[src/design/stk_pkg.sv]
// Shared types and constants for the SNTP time keeper.
// Used by stk_div_step and sntp_time_keeper; depends on nothing else.
`default_nettype none

package stk_pkg;

  // Operation codes carried on s_tuser.
  localparam logic OP_SYNC  = 1'b0;
  localparam logic OP_QUERY = 1'b1;

  // Result status codes carried on m_tuser.
  typedef enum logic [1:0] {
    STATUS_OK         = 2'd0,
    STATUS_NOT_SYNCED = 2'd1,
    STATUS_PRE_1970   = 2'd2
  } stk_status_t;

  // Seconds from 1900-01-01 to 1970-01-01.
  localparam logic [31:0] NTP_UNIX_OFFSET = 32'd2208988800;
  // NTP fraction units per millisecond.
  localparam logic [22:0] FRAC_PER_MS     = 23'd4294967;
  localparam logic [9:0]  MS_PER_S        = 10'd1000;

  // floor(x / 125) == (x * RECIP_125) >> RECIP_SHIFT for every x below 2^31.
  localparam logic [31:0] RECIP_125   = 32'd2199023256;
  localparam int          RECIP_SHIFT = 38;

  // Item information that travels alongside the divider pipeline.
  typedef struct packed {
    logic        is_sync;
    stk_status_t status;
    logic [31:0] sec_base;
  } stk_side_t;

endpackage

`default_nettype wire

[src/design/sntp_time_keeper.sv]
// Throughput: one item per cycle while s_tready is high; s_tready stays high while
// any pipeline stage has room, even when a finished result is waiting on m_tready.
// Reset (rst, synchronous, active high) empties the pipeline and clears the sync tick
// and the stored time, so the block reports "not synchronised" until a sync arrives.
// Depends on stk_pkg and stk_div_step.
`default_nettype none

module sntp_time_keeper (
  input  wire logic         clk,
  input  wire logic         rst,
  input  wire logic         s_tvalid,
  output logic              s_tready,
  // s_tdata, lowest bit first: server_seconds[31:0], server_fraction[63:32],
  // sent_tick[127:64], now_tick[191:128]
  input  wire logic [191:0] s_tdata,
  // s_tuser: op[0] (0 sync, 1 query)
  input  wire logic         s_tuser,
  output logic              m_tvalid,
  input  wire logic         m_tready,
  // m_tdata, lowest bit first: unix_seconds[63:0], milliseconds[73:64], zero padding
  output logic [79:0]       m_tdata,
  // m_tuser: status[1:0]
  output logic [1:0]        m_tuser
);

  // The pipeline has seven internal stages and the output register as stage eight.
  // A stage loads whenever it is empty or the stage after it moves on, so bubbles
  // are squeezed out and the input keeps flowing while the output is stalled.
  logic [8:1] vld;
  logic [9:1] en;

  always_comb begin
    en[9] = m_tready;
    for (int k = 8; k >= 1; k--) begin
      en[k] = !vld[k] || en[k+1];
    end
  end

  assign s_tready = en[1];
  assign m_tvalid = vld[8];

  always_ff @(posedge clk) begin
    if (rst) begin
      vld <= '0;
    end else begin
      if (en[1]) begin
        vld[1] <= s_tvalid;
      end
      for (int k = 2; k <= 8; k++) begin
        if (en[k]) begin
          vld[k] <= vld[k-1];
        end
      end
    end
  end

  // Input unpacking.
  logic [31:0] in_seconds;
  logic [31:0] in_fraction;
  logic [63:0] in_sent;
  logic [63:0] in_now;
  logic        in_transfer;

  assign in_seconds  = s_tdata[31:0];
  assign in_fraction = s_tdata[63:32];
  assign in_sent     = s_tdata[127:64];
  assign in_now      = s_tdata[191:128];
  assign in_transfer = s_tvalid && s_tready;

  // The sync tick is taken at the input, so a query straight after a sync sees it.
  // A tick of zero means the block is not synchronised.
  logic [63:0] sync_tick;

  always_ff @(posedge clk) begin
    if (rst) begin
      sync_tick <= '0;
    end else if (in_transfer && s_tuser == stk_pkg::OP_SYNC) begin
      sync_tick <= in_now;
    end
  end

  // Front end: for a sync the dividend is half the round trip, and for a query it is
  // the time elapsed since the last sync. Both are then split into seconds and
  // milliseconds by the same divider.
  stk_pkg::stk_side_t side_in;
  logic [63:0]        round_trip;
  logic [63:0]        div_in;

  always_comb begin
    round_trip       = in_now - in_sent;
    side_in.is_sync  = (s_tuser == stk_pkg::OP_SYNC);
    side_in.sec_base = in_seconds - stk_pkg::NTP_UNIX_OFFSET;
    if (side_in.is_sync) begin
      div_in         = {1'b0, round_trip[63:1]};
      side_in.status = (in_seconds < stk_pkg::NTP_UNIX_OFFSET) ?
                       stk_pkg::STATUS_PRE_1970 : stk_pkg::STATUS_OK;
    end else begin
      div_in         = in_now - sync_tick;
      side_in.status = (sync_tick == 64'd0) ?
                       stk_pkg::STATUS_NOT_SYNCED : stk_pkg::STATUS_OK;
    end
  end

  // Stage registers for the side information.
  stk_pkg::stk_side_t s1_side, s2_side, s3_side, s4_side, s5_side, s6_side, s7_side;
  logic [63:0] s1_div;
  logic [31:0] s1_frac, s2_frac;
  logic [39:0] s2_low, s3_low;
  logic [15:0] s4_low, s5_low;
  logic [9:0]  s2_fq0;
  logic [9:0]  s3_fracms, s4_fracms, s5_fracms, s6_fracms, s7_fracms;
  logic [14:0] s4_q1, s5_q1, s6_q1, s7_q1;
  logic [23:0] s6_q2, s7_q2;

  // The fraction in milliseconds is estimated as (fraction * 1000) >> 32, which is at
  // most one below the true quotient by 4294967; one compare settles it.
  logic [41:0] frac_scaled;
  logic [32:0] fq0_back;
  logic [31:0] frac_left;
  logic [9:0]  fracms_next;

  assign frac_scaled = 42'(s1_frac) * 42'(stk_pkg::MS_PER_S);
  assign fq0_back    = 33'(s2_fq0) * 33'(stk_pkg::FRAC_PER_MS);
  assign frac_left   = s2_frac - fq0_back[31:0];
  assign fracms_next = s2_fq0 + 10'(frac_left >= 32'(stk_pkg::FRAC_PER_MS));

  // Divider digits: the top 24 bits, then the remainder with the next 24 bits,
  // then the remainder with the last 16 bits.
  logic [14:0] q1;
  logic [24:0] q2;
  logic [16:0] q3;
  logic [9:0]  r1, r2, r3;

  stk_div_step #(.IN_W(24)) u_digit1 (
    .clk       (clk),
    .en_mul    (en[2]),
    .en_rem    (en[3]),
    .dividend  (s1_div[63:40]),
    .quotient  (q1),
    .remainder (r1)
  );

  stk_div_step #(.IN_W(34)) u_digit2 (
    .clk       (clk),
    .en_mul    (en[4]),
    .en_rem    (en[5]),
    .dividend  ({r1, s3_low[39:16]}),
    .quotient  (q2),
    .remainder (r2)
  );

  stk_div_step #(.IN_W(26)) u_digit3 (
    .clk       (clk),
    .en_mul    (en[6]),
    .en_rem    (en[7]),
    .dividend  ({r2, s5_low}),
    .quotient  (q3),
    .remainder (r3)
  );

  always_ff @(posedge clk) begin
    if (en[1]) begin
      s1_side <= side_in;
      s1_div  <= div_in;
      s1_frac <= in_fraction;
    end
    if (en[2]) begin
      s2_side <= s1_side;
      s2_low  <= s1_div[39:0];
      s2_frac <= s1_frac;
      s2_fq0  <= frac_scaled[41:32];
    end
    if (en[3]) begin
      s3_side   <= s2_side;
      s3_low    <= s2_low;
      s3_fracms <= fracms_next;
    end
    if (en[4]) begin
      s4_side   <= s3_side;
      s4_low    <= s3_low[15:0];
      s4_fracms <= s3_fracms;
      s4_q1     <= q1;
    end
    if (en[5]) begin
      s5_side   <= s4_side;
      s5_low    <= s4_low;
      s5_fracms <= s4_fracms;
      s5_q1     <= s4_q1;
    end
    if (en[6]) begin
      s6_side   <= s5_side;
      s6_fracms <= s5_fracms;
      s6_q1     <= s5_q1;
      s6_q2     <= q2[23:0];
    end
    if (en[7]) begin
      s7_side   <= s6_side;
      s7_fracms <= s6_fracms;
      s7_q1     <= s6_q1;
      s7_q2     <= s6_q2;
    end
  end

  // Stored time. It is read and written only as items leave the last stage, so items
  // see it strictly in arrival order.
  logic [63:0] base_seconds;
  logic [9:0]  base_millis;

  logic [63:0] quot;
  logic [63:0] sec_start;
  logic [9:0]  ms_add;
  logic [10:0] ms_sum;
  logic        ms_carry;
  logic [9:0]  ms_next;
  logic [63:0] sec_next;
  logic        ok_next;

  always_comb begin
    quot      = {9'd0, s7_q1, s7_q2, q3[15:0]};
    sec_start = s7_side.is_sync ? {32'd0, s7_side.sec_base} : base_seconds;
    ms_add    = s7_side.is_sync ? s7_fracms : base_millis;
    ms_sum    = 11'(r3) + 11'(ms_add);
    ms_carry  = (ms_sum >= 11'(stk_pkg::MS_PER_S));
    ms_next   = ms_carry ? 10'(ms_sum - 11'(stk_pkg::MS_PER_S)) : ms_sum[9:0];
    sec_next  = sec_start + quot + 64'(ms_carry);
    ok_next   = (s7_side.status == stk_pkg::STATUS_OK);
  end

  always_ff @(posedge clk) begin
    if (rst) begin
      base_seconds <= '0;
      base_millis  <= '0;
    end else if (en[8] && vld[7] && s7_side.is_sync) begin
      // A timestamp before 1970 clears the stored time but keeps the sync tick.
      base_seconds <= ok_next ? sec_next : 64'd0;
      base_millis  <= ok_next ? ms_next : 10'd0;
    end
  end

  // Output register.
  logic [63:0] out_seconds;
  logic [9:0]  out_millis;
  logic [1:0]  out_status;

  always_ff @(posedge clk) begin
    if (en[8]) begin
      out_seconds <= ok_next ? sec_next : 64'd0;
      out_millis  <= ok_next ? ms_next : 10'd0;
      out_status  <= s7_side.status;
    end
  end

  assign m_tdata = {6'd0, out_millis, out_seconds};
  assign m_tuser = out_status;

endmodule

`default_nettype wire

[src/design/stk_div_step.sv]
// One digit step of a long division by 1000: a multiply stage and a remainder stage.
// Depends on stk_pkg for the reciprocal constants.
`default_nettype none

module stk_div_step #(
  parameter int IN_W = 24
) (
  input  wire logic              clk,
  input  wire logic              en_mul,
  input  wire logic              en_rem,
  input  wire logic [IN_W-1:0]   dividend,
  output logic      [IN_W-10:0]  quotient,
  output logic      [9:0]        remainder
);

  localparam int QW = IN_W - 9;
  localparam int PW = IN_W + 29;

  logic [IN_W-4:0] scaled;
  logic [PW-1:0]   prod;
  logic [QW-1:0]   q_mul;
  logic [9:0]      low_mul;
  logic [19:0]     q_times_1000;

  // Dividing by 1000 is a shift by three followed by a reciprocal multiply for 125.
  assign scaled = dividend[IN_W-1:3];
  assign prod   = PW'(scaled) * PW'(stk_pkg::RECIP_125);

  always_ff @(posedge clk) begin
    if (en_mul) begin
      q_mul   <= prod[stk_pkg::RECIP_SHIFT +: QW];
      low_mul <= dividend[9:0];
    end
  end

  // The remainder is below 1024, so only the low ten bits of the product matter.
  assign q_times_1000 = 20'(q_mul[9:0]) * 20'(stk_pkg::MS_PER_S);

  always_ff @(posedge clk) begin
    if (en_rem) begin
      quotient  <= q_mul;
      remainder <= low_mul - q_times_1000[9:0];
    end
  end

endmodule

`default_nettype wire

[config.mk]
export PLATFORM = sky130hd
export DESIGN_NAME = sntp_time_keeper
export DESIGN_NICKNAME = d
export VERILOG_FILES = /design/src/design/stk_pkg.sv /design/src/design/sntp_time_keeper.sv /design/src/design/stk_div_step.sv
export SDC_FILE = /design/constraint.sdc
export NUM_CORES = 2
export LEC_CHECK = 0
export ABC_AREA = 0
export BUFFER_PORTS_ARGS = -buffer_cell sky130_fd_sc_hd__buf_2
export CAP_MARGIN = 20
export CELL_PAD_IN_SITES_DETAIL_PLACEMENT = 1
export CELL_PAD_IN_SITES_GLOBAL_PLACEMENT = 1
export CORE_MARGIN = 1.5
export CORE_UTILIZATION = 35
export CTS_CLUSTER_DIAMETER = 120
export DETAILED_ROUTE_END_ITERATION = 12
export MAX_ROUTING_LAYER = met4
export PLACE_DENSITY = 0.57
export SLEW_MARGIN = 20
export SYNTH_ARGS = -nofsm -noshare
export SYNTH_HDL_FRONTEND = slang
export SYNTH_SLANG_ARGS = --single-unit
[constraint.sdc]
create_clock -name clk -period 16.8 [get_ports clk]
set_clock_uncertainty 0.15 [all_clocks]
set_input_delay 2.52 -clock clk [delete_from_list [all_inputs] [get_ports clk]]
set_output_delay 2.52 -clock clk [all_outputs]
set_load 0.01 [all_outputs]
After elaboration in Yosys (flattened, before gate mapping)
Cells that the tools add are included.
- register bits after elaboration: 1045
- latch bits: 0
- bits in writable memories: 0
- bits in read-only memories: 0
- bits of input ports: 197
- logic and storage cells: 122
- memories kept: 0
- $add $sub $neg: 12
- multipliers: 8
- divide/modulo/power cells: 0
- order comparisons: 3
- equal/unequal tests: 0
- shift-type cells: 0
- mux-type cells: 9
- bitwise logic cells: 1
- reduce and logical (&&, ||, !) cells: 22
- operators with widths (kind ; count):
    $mux 64 ; 2
    $sub 64x64->64 ; 2
    $add 64x1->64 ; 1
    $add 64x55->64 ; 1
    $logic_not 64->1 ; 1
    $mux 63 ; 1
    $mul 31x29->59 const B ; 1
    $mul 23x29->51 const B ; 1
    $mul 21x29->50 const B ; 1
    $mul 32x7->39 const B ; 1
    $ge 32x23->1 const B ; 1
    $lt 32x32->1 const B ; 1
    $mul 10x23->32 const B ; 1
    $sub 32x32->32 ; 1
    $sub 32x32->32 const B ; 1
    $mul 10x7->7 const B ; 3
    $mux 10 ; 3
    $sub 10x10->10 ; 3
    $add 10x10->11 ; 1
    $ge 11x10->1 const B ; 1
    $add 10x1->10 ; 1
    $sub 10x10->10 const B ; 1
    $logic_not 1->1 ; 8
    $logic_or 1x1->1 ; 8
    5 further kinds ; 9

Depth between registers and ports, before layout
- word-level depth: 11
- mapped depth: 28
- depth with buffers taken out: 28

Hierarchy
Synthesis repeated with hierarchy kept, for this count alone.
- cells, all modules: 8025
- area, all modules: 88857.7 um^2
- by module, submodules not included (module ; times used ; cells each ; area each (um^2) ; sequential area each (um^2)):
    sntp_time_keeper ; 1 ; 4357 ; 49508.7 ; 24813.8
    stk_div_step at u_digit2 ; 1 ; 1602 ; 16852.4 ; 2102.0
    stk_div_step at u_digit3 ; 1 ; 1122 ; 11956.5 ; 1621.6
    stk_div_step at u_digit1 ; 1 ; 944 ; 10540.1 ; 1501.4

Worst setup path before layout
Ideal clock, no wire load.
- path type: input to output
- from: input m_tready
- to: output s_tready
- data arrival time: 10940 ps
- slack: 3190 ps
- stages on the path: 7
- path buffers: 2
- cells stage by stage: nor2b_1 > and2_1 > and3_1 > clkbuf_1 > nand4_1 > or2_2 > clkbuf_1
- longest elaborated chain between the ends: 8
- RTL lines (what ; RTL line ; source):
    start, declared ; sntp_time_keeper.sv:19 ; input wire logic m_tready,
    $logic_or 1x1->1 (7 in a row) ; sntp_time_keeper.sv:35 ; en[k] = !vld[k] || en[k+1];
    via u_digit1.en_mul ; stk_div_step.sv:9 ; input wire logic en_mul,
    $logic_or 1x1->1 ; sntp_time_keeper.sv:35 ;
    end, declared ; sntp_time_keeper.sv:12 ; output logic s_tready,
The timed path passes the listed nets, and every way through them passes these cells.

Worst setup path in the final report
- from: register s3_low[31]
- to: register u_digit2.q_mul[22] (data pin)
- longest elaborated chain between the ends: 1
- RTL lines (what ; RTL line ; source):
    start, declared ; sntp_time_keeper.sv:108 ; logic [39:0] s2_low, s3_low;
    start signal, assigned ; sntp_time_keeper.sv:175 ; s3_low <= s2_low;
    $mul 31x29->59 ; stk_div_step.sv:27 ; assign prod = PW'(scaled) * PW'(stk_pkg::RECIP_125);
    via u_digit2.prod[60] ; stk_div_step.sv:20 ; logic [PW-1:0] prod;
    end signal, assigned ; stk_div_step.sv:31 ; q_mul <= prod[stk_pkg::RECIP_SHIFT +: QW];
    end, declared ; stk_div_step.sv:21 ; logic [QW-1:0] q_mul;
The timed path passes the listed nets, and every way through them passes these cells.
A chain may end at the register's enable or synchronous reset.

==> flow_metrics.env <==
export IMPL_critPathKind="register to register"
export IMPL_timing_rr_end="u_digit2.q_mul[22]$_DFFE_PP_"
export IMPL_slew_viol_final=0
export IMPL_hpwl_mm=188
export IMPL_drc=0
export IMPL_maxSlewHeadroom=0.285
export IMPL_ctsHoldBuffers=0
export IMPL_clock_root_buffer="clkbuf_16"
export IMPL_cp_data_required_time_ns=17.18
export IMPL_syn_inst=7691
export IMPL_yosys_area_top_type="edfxtp_1"
export IMPL_worstSkewPairLatency_ns=0.79
export IMPL_vias_per_cell=4.90
export IMPL_die_area_um2=250000
export IMPL_layout_drive_gt1_share=0.0728
export IMPL_start_kind="register"
export IMPL_grt_pass1_wl_mm=363
export IMPL_ios=281
export IMPL_post_cts_buffers=0
export IMPL_worst_setup_path_end_kind="register"
export IMPL_synth_edf_count=899
export IMPL_ys_types=87
export IMPL_multi_input_area_um2=50200
export IMPL_firstDrtPassIters=5
export IMPL_synth_most_common_cell="inv_1"
export IMPL_grt_pass1_vias=61300
export IMPL_antenna_found_initial=13
export IMPL_tightest_slew_ns=1.07
export IMPL_fmax_mhz=123
export IMPL_post_cts_resized=0
export IMPL_clockBufferDepth=3
export IMPL_vias=55500
export IMPL_core_um2=246000
export IMPL_syn_area_um2=86500
export IMPL_nets=10300
export IMPL_final_antenna_net_count=0
export IMPL_tritoncts="built"
export IMPL_grtUsageTotal=0.193
export IMPL_portBuffers=274
export IMPL_cts_max_level=3
export IMPL_status="finished, final reports clean"
export IMPL_synthDominantCellAreaShare=0.312
export IMPL_clk_pin_slew_ns=0.06
export IMPL_finalHoldViolCount=0
export IMPL_hp_class="register to register"
export IMPL_cts_buffers=118
export IMPL_ys_seq_elements=1045
export IMPL_synth_ff_type="edfxtp_1"
export IMPL_rr_worst_depth=22
export IMPL_rsz0062_at_grt="false"
export IMPL_endpoint="u_digit2.q_mul[22]$_DFFE_PP_"
export IMPL_regArea_um2=29900
export IMPL_yosys_warnings=0
export IMPL_overflow=0
export IMPL_drt_wl_total_mm=232
export IMPL_start_util=0.352
export IMPL_die_y_um=500
export IMPL_fin_crit_ns=8.16
export IMPL_area_growth_pct=10.8
export IMPL_setup_viol=0
export IMPL_detailedRoute_firstIterationViolations=2511
export IMPL_syn_avg_cell_area_um2=11.3
export IMPL_routabilityCongestion=0.896
export IMPL_setup_worst_path_start="s3_low[31]$_DFFE_PP_"
export IMPL_synthArstFlopShare=0
export IMPL_regToRegSetupSlack_ns=8.64
export IMPL_worstPathMaxFanout=11
export IMPL_fin_tns_setup_ns=0
export IMPL_fillers=26900
export IMPL_ys_top_cells_by_count="inv_1, ha_1, edfxtp_1"
export IMPL_drv_cap=0
export IMPL_min_period_over_period=0.486
export IMPL_wl_per_cell_um=20.5
export IMPL_num_rows=182
export IMPL_r2r_start="s3_low[31]$_DFFE_PP_"
export IMPL_ys_seq_area_frac=0.346
export IMPL_grt_max_degree=101
export IMPL_hold_depth=0
export IMPL_synthTopCellsByArea="edfxtp_1, fa_1, ha_1"
export IMPL_worstPathArrival_ns=8.54
export IMPL_fp_dieW_um=500
export IMPL_clock_sinks=1045
==> kinds of logic (layout without fill, tap and decap cells) <==
logic type / Yosys count / after routing / share of synthesized area
compound gates: 1212 / 1212 / 0.0886
xor+xnor: 314 / 314 / 0.0318
fa+ha+maj: 2156 / 2156 / 0.387
buf+inv: 1707 / 2103 / 0.0744
flops: 1045 / 1045 / 0.346
mux: 65 / 65 / 0.00813
other cells: 1 / 10 / 0.0000433
simple gates: 1191 / 1191 / 0.0647
==> cell type report <==
cell class / instances / share of cell area
flip-flops and latches: 1045 / 0.312
multi-input cells: 4944 / 0.524
clock inverters: 74 / 0.00991
repair buffers: 308 / 0.0173
well taps: 3220 / 0.0420
clock buffers: 147 / 0.0326
inverters: 1574 / 0.0617
diodes: 4 / 0.000104
==> through the flow <==
stage / setup slack [ns] / util / hold WS [ns] / instances / area (µm²)
floorplan: 3.19 / - / 0.250 / 7696 / 86500
global placement: 8.66 / 0.373 / 0.250 / 11100 / 91800
detailed placement: 8.47 / 0.373 / 0.255 / 11100 / 91800
CTS: 8.59 / 0.390 / 0.208 / 11300 / 95800
global route: 8.25 / 0.390 / 0.206 / 11300 / 95800
finish: 8.64 / 0.390 / 0.207 / 11300 / 95800
==> registers in the layout, indices dropped and copies added (netlist names), 35 cells and up <==
name,count
s1_side,35
out_seconds,64
s4_side,35
s6_side,35
s2_side,35
s5_side,35
s3_low,40
s1_div,64
sync_tick,64
s3_side,35
s2_low,40
base_seconds,64
s7_side,35
==> worst min-delay path by stage <==
stage          slack (ns)             startpoint                     to
3_3_place_gp         0.25   s1_div[28]$_DFFE_PN_   s2_low[28]$_DFFE_PP_
6_report             0.21  s1_side[34]$_DFFE_PN_  s2_side[34]$_DFFE_PP_
3_5_place_dp         0.26   s3_side[1]$_DFFE_PP_   s4_side[1]$_DFFE_PP_
4_1_cts              0.21  s1_side[34]$_DFFE_PN_  s2_side[34]$_DFFE_PP_
5_1_grt              0.21  s1_side[34]$_DFFE_PN_  s2_side[34]$_DFFE_PP_
2_1_floorplan        0.25    s1_div[0]$_DFFE_PN_    s2_low[0]$_DFFE_PP_
==> worst max-delay path, stage by stage (launching register included) <==
cell and delay (ns):
edfxtp_1 0.85, ha_1 0.41, fa_1 0.40, fa_1 0.48, fa_1 0.52, inv_1 0.07, fa_1 0.49, inv_1 0.06
fa_1 0.55, fa_1 0.43, fa_1 0.46, ha_1 0.32, a21oi_1 0.15, a21boi_0 0.10, o211ai_1 0.21, o221ai_1 0.25
a21oi_1 0.60, o41ai_2 0.19, a211oi_2 0.39, o21bai_1 0.17, o41ai_2 0.43, o21bai_1 0.14, xor2_1 0.16
==> per-layer routing <==
metal,GRT usage,share of wire
met4,0.0357,0.017
met1,0.277,0.51
met3,0.0161,0.028
met2,0.299,0.45
met5,-,0
==> placed cells by master (no fill, tap or decap), drive strengths merged, types with 29 or more instances in the layout <==
cell and count:
dfxtp 146, o21ai 245, nor2b 74, nand4 60, o21bai 49, buf 308
xnor2 202, edfxtp 899, fa 863, xor2 112, a21oi 427, nand3 89
o21a 50, nor3 77, and2 35, a31oi 34, a21o 208, nor2 267
mux2 42, a211oi 29, inv 1580, and3 31, nor4 30, clkbuf 147
clkinv 44, ha 1293, nand2b 42, nand2 422
Power is left out: the tool's default activity adds up to more than one toggle a clock period on the data nets, which glitch-free logic cannot reach.
